<file path="src/design/cpk_pkg.sv">
// shared types and constants of the curtain position key controller
// no dependencies; imported by every module of the block
package cpk_pkg;

  // key codes
  localparam logic [1:0] KEY_NONE   = 2'd0;
  localparam logic [1:0] KEY_DOWN   = 2'd1;
  localparam logic [1:0] KEY_UP     = 2'd2;
  localparam logic [1:0] KEY_TOGGLE = 2'd3;

  // remote commands
  localparam logic [7:0] CMD_NONE  = 8'd0;
  localparam logic [7:0] CMD_CLOSE = 8'd1;
  localparam logic [7:0] CMD_OPEN  = 8'd2;
  localparam logic [7:0] CMD_HALF  = 8'd3;

  // angles in degrees
  localparam logic [7:0] ANGLE_STEP = 8'd30;
  localparam logic [7:0] ANGLE_MAX  = 8'd180;
  localparam logic [7:0] ANGLE_HALF = 8'd90;

  // press counter ceiling
  localparam logic [7:0] COUNT_TOP = 8'd255;

  // configuration register indexes
  localparam logic [1:0] REG_LONG_PRESS  = 2'd0;
  localparam logic [1:0] REG_FWD_SCALE   = 2'd1;
  localparam logic [1:0] REG_REV_SCALE   = 2'd2;

  // configuration reset values
  localparam logic [7:0] LONG_PRESS_RST = 8'd25;
  localparam logic [5:0] FWD_SCALE_RST  = 6'd12;
  localparam logic [5:0] REV_SCALE_RST  = 6'd6;

  typedef enum logic [1:0] {
    KIND_NONE  = 2'd0,
    KIND_SHORT = 2'd1,
    KIND_LONG  = 2'd2
  } press_kind_t;

  // press event handed from the press detector to the angle unit
  typedef struct packed {
    press_kind_t kind;
    logic [1:0]  key;
  } press_t;

  // result of one tick
  typedef struct packed {
    logic [13:0] move_steps;
    logic        move_forward;
    logic        move_valid;
    logic        is_open;
    logic [7:0]  angle;
    press_kind_t press_kind;
  } result_t;

endpackage

</file>
<file path="src/design/cpk_press.sv">
// press detector: press counter and held key, tells short presses from long
// depends on cpk_pkg
module cpk_press
  import cpk_pkg::*;
(
  input  logic       clk,
  input  logic       rst,
  input  logic       step_en,
  input  logic [1:0] key_code,
  input  logic [7:0] long_press_ticks,
  output press_t     press
);

  logic [7:0] counter, counter_next;
  logic [1:0] held_key, held_key_next;
  logic [7:0] count_start;
  logic [1:0] key_start;
  logic       key_on;

  always_comb begin
    key_on = (key_code != KEY_NONE);
    // press start latches the key
    if (key_on && counter == 8'd0) begin
      count_start = 8'd1;
      key_start   = key_code;
    end else begin
      count_start = counter;
      key_start   = held_key;
    end
    held_key_next = key_start;
    counter_next  = count_start;
    press.kind    = KIND_NONE;
    press.key     = key_start;
    if (key_on) begin
      if (count_start != 8'd0 && count_start <= long_press_ticks &&
          count_start != COUNT_TOP) begin
        counter_next = count_start + 8'd1;
      end
    end else if (counter != 8'd0) begin
      // release ends the press
      counter_next = 8'd0;
      if (counter < long_press_ticks) begin
        press.kind = KIND_SHORT;
      end else begin
        press.kind = KIND_LONG;
      end
    end
  end

  always_ff @(posedge clk) begin
    if (rst) begin
      counter  <= 8'd0;
      held_key <= KEY_NONE;
    end else if (step_en) begin
      counter  <= counter_next;
      held_key <= held_key_next;
    end
  end

endmodule

</file>
<file path="src/design/cpk_angle.sv">
// angle unit: target angle, open flag and stepper move of one tick
// depends on cpk_pkg
module cpk_angle
  import cpk_pkg::*;
(
  input  logic       clk,
  input  logic       rst,
  input  logic       step_en,
  input  press_t     press,
  input  logic [7:0] remote_command,
  input  logic [5:0] fwd_scale,
  input  logic [5:0] rev_scale,
  output result_t    result
);

  logic [7:0] target_angle, target_next;
  logic [7:0] current_angle;
  logic       open_flag, open_next;
  logic [8:0] up_sum;
  logic [7:0] diff;
  logic [5:0] scale;
  logic       fwd;
  logic [13:0] product;

  always_comb begin
    target_next = target_angle;
    open_next   = open_flag;
    up_sum      = {1'b0, target_angle} + {1'b0, ANGLE_STEP};
    if (press.kind == KIND_SHORT) begin
      case (press.key)
        KEY_DOWN: begin
          if (target_angle == 8'd0) begin
            open_next = 1'b0;
          end else if (target_angle >= ANGLE_STEP) begin
            target_next = target_angle - ANGLE_STEP;
          end else begin
            target_next = 8'd0;
          end
        end
        KEY_UP: begin
          if (target_angle >= ANGLE_MAX) begin
            target_next = ANGLE_MAX;
            open_next   = 1'b1;
          end else if (up_sum > {1'b0, ANGLE_MAX}) begin
            target_next = ANGLE_MAX;
          end else begin
            target_next = up_sum[7:0];
          end
        end
        KEY_TOGGLE: begin
          if (open_flag) begin
            target_next = 8'd0;
            open_next   = 1'b0;
          end else begin
            target_next = ANGLE_MAX;
            open_next   = 1'b1;
          end
        end
        default: begin
        end
      endcase
    end
    // the remote command acts after the key and wins
    case (remote_command)
      CMD_CLOSE: begin
        target_next = 8'd0;
        open_next   = 1'b0;
      end
      CMD_OPEN: begin
        target_next = ANGLE_MAX;
        open_next   = 1'b1;
      end
      CMD_HALF: target_next = ANGLE_HALF;
      default: begin
      end
    endcase
  end

  // stepper move toward the new target
  always_comb begin
    fwd = (target_next > current_angle);
    if (fwd) begin
      diff  = target_next - current_angle;
      scale = fwd_scale;
    end else begin
      diff  = current_angle - target_next;
      scale = rev_scale;
    end
    product = 14'(diff) * 14'(scale);
    result.press_kind   = press.kind;
    result.angle        = target_next;
    result.is_open      = open_next;
    result.move_valid   = (target_next != current_angle);
    result.move_forward = fwd;
    result.move_steps   = result.move_valid ? product : 14'd0;
  end

  always_ff @(posedge clk) begin
    if (rst) begin
      target_angle  <= 8'd0;
      current_angle <= 8'd0;
      open_flag     <= 1'b0;
    end else if (step_en) begin
      target_angle  <= target_next;
      current_angle <= target_next;
      open_flag     <= open_next;
    end
  end

endmodule

</file>
<file path="src/design/curtain_position_key_controller_unit.sv">
// top level of the curtain position key controller: stream ports, config
// registers, input and result registers; uses cpk_pkg, cpk_press, cpk_angle

// Each input item is one tick: the key held this tick and a remote command.
// It yields exactly one result item with the press that ended (none, short,
// long), the new target angle, the open flag and an optional stepper move.
// An item passes from s_tvalid to m_tvalid through the input register, then
// through the press and angle logic into the result register.
// The block takes one item per cycle as long as the result side keeps up;
// the tick state (press counter, held key, angles, open flag) is updated
// when the item moves into the result register, so each tick sees the
// state left by the one before. The move step count is one small multiply
// of the angle change by the steps-per-degree register of its direction.
// Config registers may be written at any time the block is idle:
//   index 0 long_press_ticks (reset 25), 1 forward steps per degree
//   (reset 12), 2 reverse steps per degree (reset 6); other indexes ignored.
module curtain_position_key_controller_unit
  import cpk_pkg::*;
(
  input  logic        clk,
  input  logic        rst,
  // input items
  input  logic        s_tvalid,
  output logic        s_tready,
  input  logic [15:0] s_tdata,   // key_code[1:0], remote_command[9:2], zeros
  // result items
  output logic        m_tvalid,
  input  logic        m_tready,
  output logic [31:0] m_tdata,   // press_kind[1:0], angle[9:2], is_open[10],
                                 // move_valid[11], move_forward[12],
                                 // move_steps[26:13], zeros
  // config writes
  input  logic        cfg_we,
  input  logic [1:0]  cfg_index,
  input  logic [7:0]  cfg_data
);

  // config registers
  logic [7:0] long_press_ticks;
  logic [5:0] fwd_scale;
  logic [5:0] rev_scale;

  always_ff @(posedge clk) begin
    if (rst) begin
      long_press_ticks <= LONG_PRESS_RST;
      fwd_scale        <= FWD_SCALE_RST;
      rev_scale        <= REV_SCALE_RST;
    end else if (cfg_we) begin
      case (cfg_index)
        REG_LONG_PRESS: long_press_ticks <= cfg_data;
        REG_FWD_SCALE:  fwd_scale        <= cfg_data[5:0];
        REG_REV_SCALE:  rev_scale        <= cfg_data[5:0];
        default: begin
        end
      endcase
    end
  end

  // input register
  logic       in_valid;
  logic [1:0] in_key;
  logic [7:0] in_cmd;
  logic       advance;

  // item moves on when the result register is free or being emptied
  assign advance  = in_valid && (!m_tvalid || m_tready);
  assign s_tready = !in_valid || advance;

  always_ff @(posedge clk) begin
    if (rst) begin
      in_valid <= 1'b0;
    end else if (s_tready) begin
      in_valid <= s_tvalid;
    end
  end

  always_ff @(posedge clk) begin
    if (s_tvalid && s_tready) begin
      in_key <= s_tdata[1:0];
      in_cmd <= s_tdata[9:2];
    end
  end

  // tick logic
  press_t  press;
  result_t result;

  cpk_press u_press (
    .clk              (clk),
    .rst              (rst),
    .step_en          (advance),
    .key_code         (in_key),
    .long_press_ticks (long_press_ticks),
    .press            (press)
  );

  cpk_angle u_angle (
    .clk            (clk),
    .rst            (rst),
    .step_en        (advance),
    .press          (press),
    .remote_command (in_cmd),
    .fwd_scale      (fwd_scale),
    .rev_scale      (rev_scale),
    .result         (result)
  );

  // result register
  result_t out_res;

  always_ff @(posedge clk) begin
    if (rst) begin
      m_tvalid <= 1'b0;
    end else if (advance) begin
      m_tvalid <= 1'b1;
    end else if (m_tready) begin
      m_tvalid <= 1'b0;
    end
  end

  always_ff @(posedge clk) begin
    if (advance) begin
      out_res <= result;
    end
  end

  assign m_tdata = {5'd0, out_res};

  // checks
  a_kind_legal: assert property (@(posedge clk) disable iff (rst)
    m_tvalid |-> (out_res.press_kind != 2'd3))
    else $error("press kind out of range");

  a_no_move_quiet: assert property (@(posedge clk) disable iff (rst)
    (m_tvalid && !out_res.move_valid) |->
      (out_res.move_steps == 14'd0 && !out_res.move_forward))
    else $error("move fields set without a move");

  a_angle_range: assert property (@(posedge clk) disable iff (rst)
    m_tvalid |-> (out_res.angle <= ANGLE_MAX))
    else $error("angle above limit");

  a_stall_holds: assert property (@(posedge clk) disable iff (rst)
    (in_valid && m_tvalid && !m_tready) |=> (in_valid && $stable(in_key)
      && $stable(in_cmd)))
    else $error("input stage lost an item while stalled");

endmodule

</file>
<file path="config.mk">
export PLATFORM = sky130hd
export DESIGN_NAME = curtain_position_key_controller_unit
export DESIGN_NICKNAME = d
export VERILOG_FILES = /design/src/design/cpk_pkg.sv /design/src/design/cpk_press.sv /design/src/design/cpk_angle.sv /design/src/design/curtain_position_key_controller_unit.sv
export SDC_FILE = /design/constraint.sdc
export NUM_CORES = 1
export LEC_CHECK = 0
export ABC_AREA = 1
export BUFFER_PORTS_ARGS = -buffer_cell sky130_fd_sc_hd__buf_2
export CORE_MARGIN = 2
export CORE_UTILIZATION = 45
export DETAILED_ROUTE_END_ITERATION = 8
export PLACE_DENSITY = 0.6
export SETUP_SLACK_MARGIN = 0.2
export SLEW_MARGIN = 20
export SYNTH_ARGS = -nofsm -noshare
export SYNTH_HDL_FRONTEND = slang
export SYNTH_SLANG_ARGS = --single-unit
</file>
<file path="constraint.sdc">
create_clock -name clk -period 13.48 [get_ports clk]
set_clock_uncertainty 0.15 [all_clocks]
set_input_delay 2.022 -clock clk [delete_from_list [all_inputs] [get_ports clk]]
set_output_delay 2.022 -clock clk [all_outputs]
set_load 0.005 [all_outputs]
</file>
==> key figures <==
Pwr
  – Leakage power: 3.44 nW
  – P per Cell Area: 182 nW/um^2
  – Peak supply drop: 75.0 uV

Synth
  – Cells after Synth: 818
  – Main synth FF type: dfxtp_1
  – Yosys cell types: 52
  – Synthesized area: 6450 sq um
  – Most common cell in the netlist: nand2_1
  – Post-synthesis sequential area ratio: 0.300
  – Commonest cells post-synth: nand2_1, inv_1, nor2_1
  – Syn avg cell area: 7.88 sq um
  – Ys async rst share: 0
  – Synth top area share: 0.172
  – Synth Warn #: 0
  – Top cells by area, synth: edfxtp_1, dfxtp_1, ha_1
  – EDFF count, synth: 37
  – #FFs+latches synth: 78
  – Largest area contributor in the netlist: edfxtp_1

Die
  – Die H: 124 microns
  – Initial Util: 0.463
  – Die ar.: 15300 sq um
  – # IOs: 65
  – Chip width: 124 microns
  – # rows: 43
  – Core area: 13900 sq um

Final layout
  – Share of cells above drive strength 1: 0.133
  – Area Growth Syn to Fin: 9.43%
  – Diode count: 0
  – Design area: 7060 sq um
  – Post-Layout Cell Count: 1040
  – Fin util: 0.506
  – NumNets Final: 970
  – Filler cells: 1422

STA
  – Unrepaired setup endpoints after global routing: no
  – Fin Setup TNS: 0 ns
  – Count of pins over their slew limit: 0
  – Final setup vio count: 0
  – Minimum clock period after layout: 8.43 ns
  – Worst slew margin: 0.403
  – Hold Fails Final Rpt: 0
  – Post-route clock period utilization: 0.625
  – Least-Margin Pin Slew: 0.894 ns
  – F_max: 0.119 GHz
  – Final WS setup: 5.05 ns

Setup path
  – CP max stage delay: 0.57 ns
  – Crit. End Element: register
  – CP delay by family, top: adder cells
  – Crit path required time: 13.43 ns
  – Critical path peak fanout: 20
  – CP Buf/Inv Count: 4
  – Worst path arrival time: 8.38 ns
  – Most frequent cell on the critical path: nand2_1
  – CP startpoint kind: register
  – Critical path class: register to register
  – Slowest library cell on the worst path: dfxtp_1

CTS
  – Clock slew at reported path FFs: 0.06 ns
  – CTS Hold Bufs: 0
  – CTS buffer count: 9
  – Clk sinks: 78
  – Post-CTS Repair Setup Buffers: 0
  – Clk Latency, worst-skew pair: 0.35 ns
  – Gates resized, CTS repair: 0
  – CTS tree: yes
  – H-tree Lvls: 3
  – Clk root buf: clkbuf_16
  – Maximum clock insertion buffer count: 2

Global route
  – Total congestion overflow: 0
  – First-pass GRT wire length: 23300 microns
  – Total GRT Usage: 0.196
  – Vias in the first global route: 4936
  – Pin count of the biggest net entering global routing: 54
  – Initial antenna violation count: 0

Placed design
  – Inst Count DP: 1024
  – Post-place instance area: 6760 sq um
  – Hpwl dp: 11000 microns
  – Gp weighted congestion: 0.891
  – Pre-CTS setup slack: 5.10 ns
  – # port buffers: 53

Detailed routing
  – Post-route antenna net violation count: 0
  – Pre-antenna DRT Iters: 5
  – DRT iter0 DRCs: 234
  – Avg WL per Cell: 13.7 microns
  – Via-per-instance ratio: 5.06
  – Final wirelength: 14300 microns
  – DR vias: 5267
  – DRC violations left: 0

Run status
  – Status: complete, no violations

Hold path
  – HP Class: register to register

Run
  – Max Cap Viol: 0
==> through the flow <==
stage / power, W / hold slack [ns]
floorplan: 0.000889 / 0.275
global placement: 0.00102 / 0.287
detailed placement: 0.00104 / 0.293
CTS: 0.00130 / 0.302
global route: 0.00143 / 0.333
finish: 0.00128 / 0.304
==> worst register-to-register path: cells and delay by family, from the launching register on <==
kind / cells / cell delay, ns
AO/OA/AOI/OAI: 6 / 0.96
XOR/XNOR: 2 / 0.62
adder cells (fa/ha/maj): 6 / 2.67
buffers and inverters: 4 / 0.46
flip-flops: 1 / 0.57
multiplexers: 1 / 0.26
AND/OR/NAND/NOR: 17 / 2.48
==> layout by cell type (no fill, tap or decap), types with 4 or more instances in the layout <==
cell / count
a21oi_1: 67
a21oi_2: 4
buf_2: 53
clkbuf_16: 9
conb_1: 5
dfxtp_1: 41
edfxtp_1: 37
fa_1: 27
ha_1: 57
inv_1: 135
inv_2: 5
nand2_1: 137
nand2_2: 9
nand3_1: 47
nand4_1: 9
nor2_1: 77
nor2_4: 5
nor3_1: 6
o211ai_1: 5
o21ai_0: 45
o21ai_1: 11
xor2_1: 16
==> layout make-up <==
class / instances / area (sq um) / share of cell area
Inverter: 142 / 537 / 0.0761
Sequential cell: 78 / 1930 / 0.274
Timing Repair Buffer: 53 / 265 / 0.0376
Tap cell: 180 / 225 / 0.0319
Clock buffer: 11 / 243 / 0.0344
Clock inverter: 5 / 56.3 / 0.00798
Multi-Input combinational cell: 571 / 3800 / 0.538
==> power by group <==
part           leakage (nW)  internal (W)  switching, W
Clock                 0.150      0.000149      0.000102
Sequential            0.689      0.000301     0.0000111
Combinational          2.60      0.000269      0.000451
==> sequential cells by signal, summed over array words and instances, names as in the netlist <==
register,cells
long_press_ticks,8
in_key,2
u_press.held_key,2
u_angle.open_flag,1
in_cmd,8
m_tdata,27
rev_scale,6
m_tvalid,1
in_valid,1
u_angle.target_angle,8
fwd_scale,6
u_press.counter,8
==> metal layers <==
| metal | part of all wire | global-route usage | up-vias |
|---|---|---|---|
| met5 | 0 | 0 | - |
| met4 | 0.017 | 0.0739 | 0 |
| met3 | 0.031 | 0.0279 | 14 |
| met2 | 0.49 | 0.339 | 94 |
| met1 | 0.46 | 0.248 | 2440 |
| li1 | - | - | 2719 |
==> worst paths after layout <==
path | startpoint | to | slack, ns | depth (start not counted)
setup / recovery | u_angle.target_angle[1] | m_tdata[24] | 5.05 | 36
hold / removal | fwd_scale[1] | fwd_scale[1] | 0.30 | 2
setup reg to reg | u_angle.target_angle[1] | m_tdata[24] | 5.05 | 36
hold reg to reg | fwd_scale[1] | fwd_scale[1] | 0.30 | 2
==> cells by family (layout without fill, tap and decap cells) <==
logic type                 after synthesis  after routing  synth area share
and+or+nand+nor                        309            309             0.227
adders and majority gates               84             84             0.194
DFF                                     78             78             0.300
xor gates and xnor gates                20             20            0.0295
other                                    1              5          0.000582
AOI/OAI and AO/OA                      151            151             0.132
muxes                                    2              2           0.00311
buffers and inverters                  173            211             0.114
Power figures use the tool's default switching activity.
